<file path="config.mk">
export PLATFORM = sky130hd
export DESIGN_NAME = ubx_packet_framer
export DESIGN_NICKNAME = d
export VERILOG_FILES = /design/src/hw/rtl/ubx_pkg.sv /design/src/hw/rtl/ubx_packet_framer.sv /design/src/hw/rtl/ubx_fifo.sv /design/src/hw/rtl/ubx_front.sv /design/src/hw/rtl/ubx_back.sv
export VERILOG_INCLUDE_DIRS = /design/src /design/src/hw/rtl
export SDC_FILE = /design/constraint.sdc
export NUM_CORES = 1
export LEC_CHECK = 0
export BUFFER_PORTS_ARGS = -buffer_cell sky130_fd_sc_hd__buf_2
export CORE_ASPECT_RATIO = 2
export CORE_MARGIN = 4
export CORE_UTILIZATION = 42
export DETAILED_ROUTE_END_ITERATION = 6
export SYNTH_ARGS = -nofsm -noshare
export SYNTH_HDL_FRONTEND = slang
export SYNTH_SLANG_ARGS = --single-unit
</file>
<file path="constraint.sdc">
create_clock -name clk_i -period 5.8 [get_ports clk_i]
set_input_delay 1.16 -clock clk_i [delete_from_list [all_inputs] [get_ports clk_i]]
set_output_delay 1.16 -clock clk_i [all_outputs]
set_load 0.005 [all_outputs]
</file>
<file path="src/hw/rtl/ubx_packet_framer_macros.svh">
// Assertion macros shared by the framer RTL.
`ifndef UBX_PACKET_FRAMER_MACROS_SVH
`define UBX_PACKET_FRAMER_MACROS_SVH

// Property must hold on every clock edge outside reset.
`define UBX_ASSERT(label, clk, rst_n, prop) \
  label: assert property (@(posedge clk) disable iff (!rst_n) prop) \
    else $error("framer assertion failed");

// Condition must never be true outside reset.
`define UBX_ASSERT_NEVER(label, clk, rst_n, cond) \
  label: assert property (@(posedge clk) disable iff (!rst_n) !(cond)) \
    else $error("framer forbidden condition seen");

`endif

</file>
<file path="src/hw/rtl/ubx_pkg.sv">
// Types and constants of the packet framer.
`default_nettype none
package ubx_pkg;

  localparam int PACKET_LIMIT_DEF = 128;
  localparam int FIFO_DEPTH_DEF   = 4;
  localparam int HDR_BYTES        = 6;
  localparam int FRAME_OVERHEAD   = 8;

  localparam logic [7:0] SYNC_FIRST_RST  = 8'd181;
  localparam logic [7:0] SYNC_SECOND_RST = 8'd98;

  // op codes
  localparam logic OP_START = 1'b0;
  localparam logic OP_DATA  = 1'b1;

  // register indexes
  localparam logic CFG_SYNC_FIRST  = 1'b0;
  localparam logic CFG_SYNC_SECOND = 1'b1;

  // status codes
  localparam logic [1:0] STATUS_OK       = 2'd0;
  localparam logic [1:0] STATUS_TOO_LONG = 2'd1;
  localparam logic [1:0] STATUS_STRAY    = 2'd2;

  typedef struct packed {
    logic        op;
    logic [7:0]  msg_class;
    logic [7:0]  msg_id;
    logic [15:0] payload_len;
    logic [7:0]  data_byte;
  } in_word_t;

  typedef struct packed {
    logic [7:0] out_byte;
    logic       end_of_run;
    logic       end_of_packet;
    logic [1:0] status;
  } out_word_t;

  // One classified item: the bytes it emits, in order, and how to tag them.
  typedef struct packed {
    logic [7:0][7:0] bytes;
    logic [2:0]      last_idx;
    logic            has_cks;
    logic [1:0]      status;
  } job_t;

endpackage
`default_nettype wire

</file>
<file path="src/hw/rtl/ubx_packet_framer.sv">
// Top level of the binary GPS packet framer.
`default_nettype none
// ubx_packet_framer turns start and payload words into a framed byte stream:
// two sync bytes, class, id, 16-bit length (low byte first), the payload bytes,
// then the two Fletcher checksum bytes A and B, summed over class through the
// last payload byte. Both sides behave as queues: an input word is taken when
// push_i is high and full_o low, a result word is taken when pop_i is high and
// empty_o low. The front stage takes one input word per cycle, updates the
// running sums and packet state, and files the bytes the word causes into a
// FIFO_DEPTH-entry job queue; it stalls only while that queue is full. The
// back stage delivers one result word per cycle from the head job while pop_i is
// high and the queue is not empty. A word yields 1 result for a plain payload
// byte or an error, 3 for the last payload byte, 6 for a start, 8 for a start
// with zero length; payload words sustain one per cycle while pop_i stays high.
// A start whose length plus the eight framing bytes exceeds PACKET_LIMIT gives
// one zero byte with status "too long" and closes any open packet; a payload
// byte with no packet open gives one zero byte with status "stray". Sync bytes
// are set through the write port (index 0 first, index 1 second) and should be
// changed only while the block is idle. There is no clearing pass after reset.
module ubx_packet_framer #(
  parameter int PACKET_LIMIT = ubx_pkg::PACKET_LIMIT_DEF,
  parameter int FIFO_DEPTH   = ubx_pkg::FIFO_DEPTH_DEF
) (
  input  wire logic              clk_i,
  input  wire logic              rst_ni,
  input  wire logic              cfg_we_i,
  input  wire logic              cfg_idx_i,
  input  wire logic [7:0]        cfg_wdata_i,
  input  wire logic              push_i,
  output logic                   full_o,
  input  wire ubx_pkg::in_word_t in_i,
  output logic                   empty_o,
  input  wire logic              pop_i,
  output ubx_pkg::out_word_t     out_o
);
  import ubx_pkg::*;

  job_t job_in, job_head;
  logic q_push, q_pop, q_full, q_empty;

  assign full_o = q_full;

  ubx_front #(
    .PACKET_LIMIT(PACKET_LIMIT)
  ) u_front (
    .clk_i      (clk_i),
    .rst_ni     (rst_ni),
    .cfg_we_i   (cfg_we_i),
    .cfg_idx_i  (cfg_idx_i),
    .cfg_wdata_i(cfg_wdata_i),
    .push_i     (push_i),
    .in_i       (in_i),
    .q_full_i   (q_full),
    .q_push_o   (q_push),
    .q_job_o    (job_in)
  );

  // job queue lets the front keep taking words while results wait
  ubx_fifo #(
    .WIDTH($bits(job_t)),
    .DEPTH(FIFO_DEPTH)
  ) u_fifo (
    .clk_i  (clk_i),
    .rst_ni (rst_ni),
    .push_i (q_push),
    .wdata_i(job_in),
    .full_o (q_full),
    .pop_i  (q_pop),
    .rdata_o(job_head),
    .empty_o(q_empty)
  );

  ubx_back u_back (
    .clk_i    (clk_i),
    .rst_ni   (rst_ni),
    .job_i    (job_head),
    .q_empty_i(q_empty),
    .q_pop_o  (q_pop),
    .empty_o  (empty_o),
    .pop_i    (pop_i),
    .out_o    (out_o)
  );

endmodule
`default_nettype wire

</file>
<file path="src/hw/rtl/ubx_fifo.sv">
// Small register FIFO between the framer front and back.
`default_nettype none
`include "ubx_packet_framer_macros.svh"
module ubx_fifo #(
  parameter int WIDTH = 8,
  parameter int DEPTH = 4
) (
  input  wire logic             clk_i,
  input  wire logic             rst_ni,
  input  wire logic             push_i,
  input  wire logic [WIDTH-1:0] wdata_i,
  output logic                  full_o,
  input  wire logic             pop_i,
  output logic [WIDTH-1:0]      rdata_o,
  output logic                  empty_o
);
  localparam int PTR_W = (DEPTH > 1) ? $clog2(DEPTH) : 1;
  localparam int CNT_W = $clog2(DEPTH + 1);
  localparam logic [PTR_W-1:0] PTR_MAX = PTR_W'(DEPTH - 1);
  localparam logic [CNT_W-1:0] CNT_MAX = CNT_W'(DEPTH);

  logic [WIDTH-1:0] mem_q [DEPTH];
  logic [PTR_W-1:0] wr_ptr_q, wr_ptr_d, rd_ptr_q, rd_ptr_d;
  logic [CNT_W-1:0] cnt_q, cnt_d;
  logic             do_push, do_pop;

  assign full_o  = (cnt_q == CNT_MAX);
  assign empty_o = (cnt_q == '0);
  assign rdata_o = mem_q[rd_ptr_q];
  assign do_push = push_i && !full_o;
  assign do_pop  = pop_i && !empty_o;

  always_comb begin
    wr_ptr_d = wr_ptr_q;
    rd_ptr_d = rd_ptr_q;
    cnt_d    = cnt_q;
    if (do_push) begin
      wr_ptr_d = (wr_ptr_q == PTR_MAX) ? '0 : wr_ptr_q + PTR_W'(1);
    end
    if (do_pop) begin
      rd_ptr_d = (rd_ptr_q == PTR_MAX) ? '0 : rd_ptr_q + PTR_W'(1);
    end
    if (do_push && !do_pop) begin
      cnt_d = cnt_q + CNT_W'(1);
    end else if (do_pop && !do_push) begin
      cnt_d = cnt_q - CNT_W'(1);
    end
  end

  always_ff @(posedge clk_i or negedge rst_ni) begin
    if (!rst_ni) begin
      wr_ptr_q <= '0;
      rd_ptr_q <= '0;
      cnt_q    <= '0;
    end else begin
      wr_ptr_q <= wr_ptr_d;
      rd_ptr_q <= rd_ptr_d;
      cnt_q    <= cnt_d;
    end
  end

  always_ff @(posedge clk_i) begin
    if (do_push) begin
      mem_q[wr_ptr_q] <= wdata_i;
    end
  end

  `UBX_ASSERT_NEVER(a_cnt_range, clk_i, rst_ni, cnt_q > CNT_MAX)
  `UBX_ASSERT(a_cnt_up, clk_i, rst_ni,
              (do_push && !do_pop) |=> (cnt_q == $past(cnt_q) + CNT_W'(1)))
  `UBX_ASSERT(a_cnt_down, clk_i, rst_ni,
              (do_pop && !do_push) |=> (cnt_q == $past(cnt_q) - CNT_W'(1)))

endmodule
`default_nettype wire

</file>
<file path="src/hw/rtl/ubx_front.sv">
// Framer front: accepts words, tracks the open packet and its checksum.
`default_nettype none
module ubx_front #(
  parameter int PACKET_LIMIT = ubx_pkg::PACKET_LIMIT_DEF
) (
  input  wire logic            clk_i,
  input  wire logic            rst_ni,
  input  wire logic            cfg_we_i,
  input  wire logic            cfg_idx_i,
  input  wire logic [7:0]      cfg_wdata_i,
  input  wire logic            push_i,
  input  wire ubx_pkg::in_word_t in_i,
  input  wire logic            q_full_i,
  output logic                 q_push_o,
  output ubx_pkg::job_t        q_job_o
);
  import ubx_pkg::*;

  // at the smallest limit only empty packets fit; keep the counter one bit wide
  localparam int LEFT_W = (PACKET_LIMIT > FRAME_OVERHEAD) ?
                          $clog2(PACKET_LIMIT - FRAME_OVERHEAD + 1) : 1;
  localparam logic [16:0] LIMIT = 17'(PACKET_LIMIT);

  logic [7:0]        sync_first_q, sync_second_q;
  logic              open_q, open_d;
  logic [LEFT_W-1:0] left_q, left_d;
  logic [7:0]        sum_a_q, sum_a_d, sum_b_q, sum_b_d;
  logic              accept;

  // header sums, one byte after the other
  logic [7:0] lo, hi, ha1, ha2, ha3, ha4, hb2, hb3, hb4;
  logic [7:0] da, db;
  logic       too_long;

  assign accept   = push_i && !q_full_i;
  assign q_push_o = accept;

  always_comb begin
    lo  = in_i.payload_len[7:0];
    hi  = in_i.payload_len[15:8];
    ha1 = in_i.msg_class;
    ha2 = ha1 + in_i.msg_id;
    hb2 = ha1 + ha2;
    ha3 = ha2 + lo;
    hb3 = hb2 + ha3;
    ha4 = ha3 + hi;
    hb4 = hb3 + ha4;
    da  = sum_a_q + in_i.data_byte;
    db  = sum_b_q + da;
    too_long = ({1'b0, in_i.payload_len} + 17'(FRAME_OVERHEAD)) > LIMIT;

    open_d  = open_q;
    left_d  = left_q;
    sum_a_d = sum_a_q;
    sum_b_d = sum_b_q;
    q_job_o = '0;

    if (in_i.op == OP_START) begin
      if (too_long) begin
        open_d         = 1'b0;
        left_d         = '0;
        q_job_o.status = STATUS_TOO_LONG;
      end else begin
        sum_a_d          = ha4;
        sum_b_d          = hb4;
        q_job_o.bytes[0] = sync_first_q;
        q_job_o.bytes[1] = sync_second_q;
        q_job_o.bytes[2] = in_i.msg_class;
        q_job_o.bytes[3] = in_i.msg_id;
        q_job_o.bytes[4] = lo;
        q_job_o.bytes[5] = hi;
        q_job_o.bytes[6] = ha4;
        q_job_o.bytes[7] = hb4;
        if (in_i.payload_len == '0) begin
          open_d           = 1'b0;
          left_d           = '0;
          q_job_o.has_cks  = 1'b1;
          q_job_o.last_idx = 3'(HDR_BYTES + 1);
        end else begin
          open_d           = 1'b1;
          left_d           = in_i.payload_len[LEFT_W-1:0];
          q_job_o.last_idx = 3'(HDR_BYTES - 1);
        end
      end
    end else if (!open_q) begin
      q_job_o.status = STATUS_STRAY;
    end else begin
      sum_a_d          = da;
      sum_b_d          = db;
      q_job_o.bytes[0] = in_i.data_byte;
      q_job_o.bytes[1] = da;
      q_job_o.bytes[2] = db;
      if (left_q <= LEFT_W'(1)) begin
        open_d           = 1'b0;
        left_d           = '0;
        q_job_o.has_cks  = 1'b1;
        q_job_o.last_idx = 3'd2;
      end else begin
        left_d = left_q - LEFT_W'(1);
      end
    end
  end

  always_ff @(posedge clk_i or negedge rst_ni) begin
    if (!rst_ni) begin
      sync_first_q  <= SYNC_FIRST_RST;
      sync_second_q <= SYNC_SECOND_RST;
      open_q        <= 1'b0;
      left_q        <= '0;
      sum_a_q       <= '0;
      sum_b_q       <= '0;
    end else begin
      if (cfg_we_i) begin
        case (cfg_idx_i)
          CFG_SYNC_FIRST:  sync_first_q  <= cfg_wdata_i;
          CFG_SYNC_SECOND: sync_second_q <= cfg_wdata_i;
          default: ;
        endcase
      end
      if (accept) begin
        open_q  <= open_d;
        left_q  <= left_d;
        sum_a_q <= sum_a_d;
        sum_b_q <= sum_b_d;
      end
    end
  end

endmodule
`default_nettype wire

</file>
<file path="src/hw/rtl/ubx_back.sv">
// Framer back: walks the queued job and hands out one byte per word.
`default_nettype none
`include "ubx_packet_framer_macros.svh"
module ubx_back (
  input  wire logic          clk_i,
  input  wire logic          rst_ni,
  input  wire ubx_pkg::job_t job_i,
  input  wire logic          q_empty_i,
  output logic               q_pop_o,
  output logic               empty_o,
  input  wire logic          pop_i,
  output ubx_pkg::out_word_t out_o
);
  import ubx_pkg::*;

  logic [2:0] idx_q, idx_d;
  logic       take, at_last;

  assign empty_o = q_empty_i;
  assign take    = pop_i && !q_empty_i;
  assign at_last = (idx_q == job_i.last_idx);
  assign q_pop_o = take && at_last;

  always_comb begin
    out_o.out_byte      = job_i.bytes[idx_q];
    out_o.end_of_run    = at_last;
    out_o.end_of_packet = at_last && job_i.has_cks;
    out_o.status        = job_i.status;
    idx_d = idx_q;
    if (take) begin
      idx_d = at_last ? 3'd0 : idx_q + 3'd1;
    end
  end

  always_ff @(posedge clk_i or negedge rst_ni) begin
    if (!rst_ni) begin
      idx_q <= '0;
    end else begin
      idx_q <= idx_d;
    end
  end

  `UBX_ASSERT(a_idx_in_job, clk_i, rst_ni, !q_empty_i |-> (idx_q <= job_i.last_idx))
  `UBX_ASSERT(a_idx_step, clk_i, rst_ni, (take && !at_last) |=> (idx_q == $past(idx_q) + 3'd1))
  `UBX_ASSERT(a_idx_wrap, clk_i, rst_ni, (take && at_last) |=> (idx_q == 3'd0))

endmodule
`default_nettype wire
</file>
==> impl_results.md <==
* Cell count after synthesis at 990
* Routing usage on met2 at 36.5%
* Top delay family on crit path: adder cells
* Tot GR Track Use at 19.9%
* GP Congestion at 0.912
* Post-synth EDFFs at 272
* Total clock sinks at 322
* Fin. max-slew vios at 0
* Initial antenna violation count at 0
* Clk_skew at 0.0168 ns
* Total number of vias at 9102
* Starting Density at 42.6%
* Core box area at 0.0365 mm²
* Synth warn at 0
* Synth Area per Inst at 15.7 µm²
* Leakage at 0.00661 µW
* # port buffers at 68
* CP peak stage delay at 0.48 ns
* Routed Antenna Nets at 0
* RSZ-0062 raised after global routing: true
* Post-Syn Area at 0.0155 mm²
* Critical-path cell list: buf_12 > ha_4 > fa_2 > fa_2 > a21o_1 > a21oi_2 > o21bai_1 > a21oi_2 > xnor2_2 > ha_4 > and3b_1 > a31oi_1 > o21ai_1 > a211oi_2 > fa_1 > inv_1 > fa_1 > ha_4 > a21oi_2 > o21ai_2 > xnor2_1 > xnor3_1 > a21o_1 > a21oi_1
* Peak supply drop at 0.551 mV
* Count leader, synth: edfxtp_1
* Root Buffer: clkbuf_16
* Worst Path Arrival at 6.29 ns
* Critical path's slowest cell: fa_2
* Area leader, netlist: edfxtp_1
* Slew headroom at 21.2%
* Startpoint Class: input port
* I/O pin count at 69
* Die Height at 280 µm
* Tightest Pin Transition at 1.18 ns
* Global route hottest layer: met2
* Clk buf depth at 3
* Initial DRT Pass Iterations at 5
* FMAX at 172 MHz
* Yosys top cell area share at 52.5%
* Violated checks: setup timing
* Seq cells post-synth at 322
* Sum of negative setup slack at -0.0225 ns
* RR Startpoint: u_front.sum_a_q[0]
* Post-synthesis sequential area ratio at 60.6%
* Critical path peak fanout at 5
* CP Capture Type: register
* Std cell rows at 99
* Worst R2R Path Depth at 13
* Final worst path period share at 100%
* Max-cap check violation count at 0
* Post-DP Area at 0.0170 mm²
* Synth top cells by count: edfxtp_1 (272), mux4_2 (84), ha_1 (52), inv_1 (52), dfrtp_1 (42)
* Fin util at 49.7%
* Ys async rst share at 15.5%
* Min Hold Slack at 0.480 ns
* Routed WL at 38900 µm
* First-pass GRT wire length at 59300 µm
* Area of the die at 0.0403 mm²
* Hold_sp: u_front.left_q[5]
* Worst hold-check path type: reg -> reg
* Post-route DRC at 0
* Vias in the first global route at 9705
* Final hold vios at 0
* Layout net count at 1282
* Crit path from: in_i[32]
* HPWL after DPL at 27900 µm
* Status: complete, but fails checks
* Final Setup Violations at 1
* H-tree lvl count at 1
* Worst hold path depth at 2
* Worst endpoint required time at 6.27 ns
* Worst skew pair latency at 0.55 ns
* CTS tree: built
* Die W at 144 µm
* CTS Hold Buffers Added at 0
* Fin area at 0.0182 mm²
* Clock Pin Slew Worst Setup and Hold Paths at 0.07 ns
* Yosys cell types at 68
* Kind of critical path: in -> reg
* Crit path depth at 24
* Met3 usage at 1.67%
* 1st-iter DRT viols at 563
* Layout cells sized above 1 at 30.6%
* Synthesis-to-finish area growth at 16.8%
* Synth area leaders: edfxtp_1 (53%), mux4_2 (12%), dfrtp_1 (6.8%)
* Met1 Usage GRT at 22.7%
* Cts bufs inserted at 27
* Wire per inst at 23.9 µm
* GRT overflow at 0
* Worst path buffer plus inverter count at 2
* Top FF cell, synth: edfxtp_1
* Final Critical Period at 5.82 ns
* PwrDens at 575 mW/mm²
* Final worst setup slack at -0.0225 ns
* Largest net degree at the start of global routing at 57
* DR vias/cell at 5.58
* N_diodes at 0
## worst register-to-register path, delay by kind of cell (launching register included)
family,cells,cell delay [ns]
compound gates,7,1.49
fa+ha+maj,3,1.01
xor+xnor,3,0.46
flops,1,0.46
## metal layers
metal / share of wire [%] / routed length (µm)
met1: 36 / 13900
met2: 56 / 21700
met3: 3.0 / 1170
met4: 5.7 / 2220
met5: 0 / 0
## cell families after synthesis
logic type	after synthesis	share of synthesized area, %
other	1	0.0241
and+or+nand+nor	165	5.50
buffers and inverters	96	2.60
adders and majority gates	71	6.63
DFF	322	60.6
AOI/OAI and AO/OA	169	7.20
muxes	122	14.8
xor gates and xnor gates	44	2.57
## flip-flops by register name (all words and copies together) (netlist names)
signal                 cells
u_front.open_q             1
u_front.left_q             7
u_front.sync_second_q      8
u_fifo.rd_ptr_q            2
u_front.sum_a_q            8
u_fifo.mem_q             272
u_back.idx_q               3
u_fifo.wr_ptr_q            2
u_front.sum_b_q            8
u_front.sync_first_q       8
u_fifo.cnt_q               3
## where the power goes
part	internal, µW	switching, µW	total, µW
registers	3090	359	3450
logic	2590	2520	5110
clock network	1060	817	1870
total	6740	3700	10400
## through the flow
stage                     power [µW]  setup slack, ns  instances
after floorplan                 6260           -0.226       1021
after global placement          8140           -0.641       1570
after detailed placement        8200           -0.722       1570
after CTS                      10200          0.00288       1628
after global routing           11100           -0.304       1631
final                          10400          -0.0225       1631
## placed cells by master (no fill, tap or decap), drive strengths merged, types with 19 or more instances in the layout
cell type | synthesis | final
conb | 1 | 32
and2 | 24 | 24
nand2 | 41 | 41
dfrtp | 42 | 42
edfxtp | 272 | 272
mux2 | 28 | 28
o21ai | 41 | 41
inv | 52 | 57
buf | 21 | 148
a21oi | 40 | 40
clkbuf | 21 | 36
nor2 | 42 | 42
xnor2 | 28 | 28
fa | 19 | 19
ha | 52 | 52
mux4 | 84 | 84
## cell type report
cell class	instances	area, µm²
clock buffer	36	793
clock inverter	14	129
fill	3049	18400
inverter	54	204
multi-input combinational	603	6040
sequential	322	9440
tap	454	568
timing repair buffer	148	987
## worst paths after layout
kind / end / slack (ns)
setup / recovery: u_front.sum_b_q[7] / -0.02
hold / removal: u_front.left_q[5] / 0.48
setup reg to reg: u_fifo.mem_q[3][29] / 2.08
hold reg to reg: u_front.left_q[5] / 0.48
max in group asynchronous: u_fifo.rd_ptr_q[0] / 4.53
min in group asynchronous: u_fifo.cnt_q[2] / 0.73
## repair_timing
item                       in CTS  in global routing
pin swaps                      15                 29
buffers inserted                8                  3
resized for setup               8                 23
setup endpoints to repair       5                 15
Note: power is estimated with default switching activity, not from simulation.
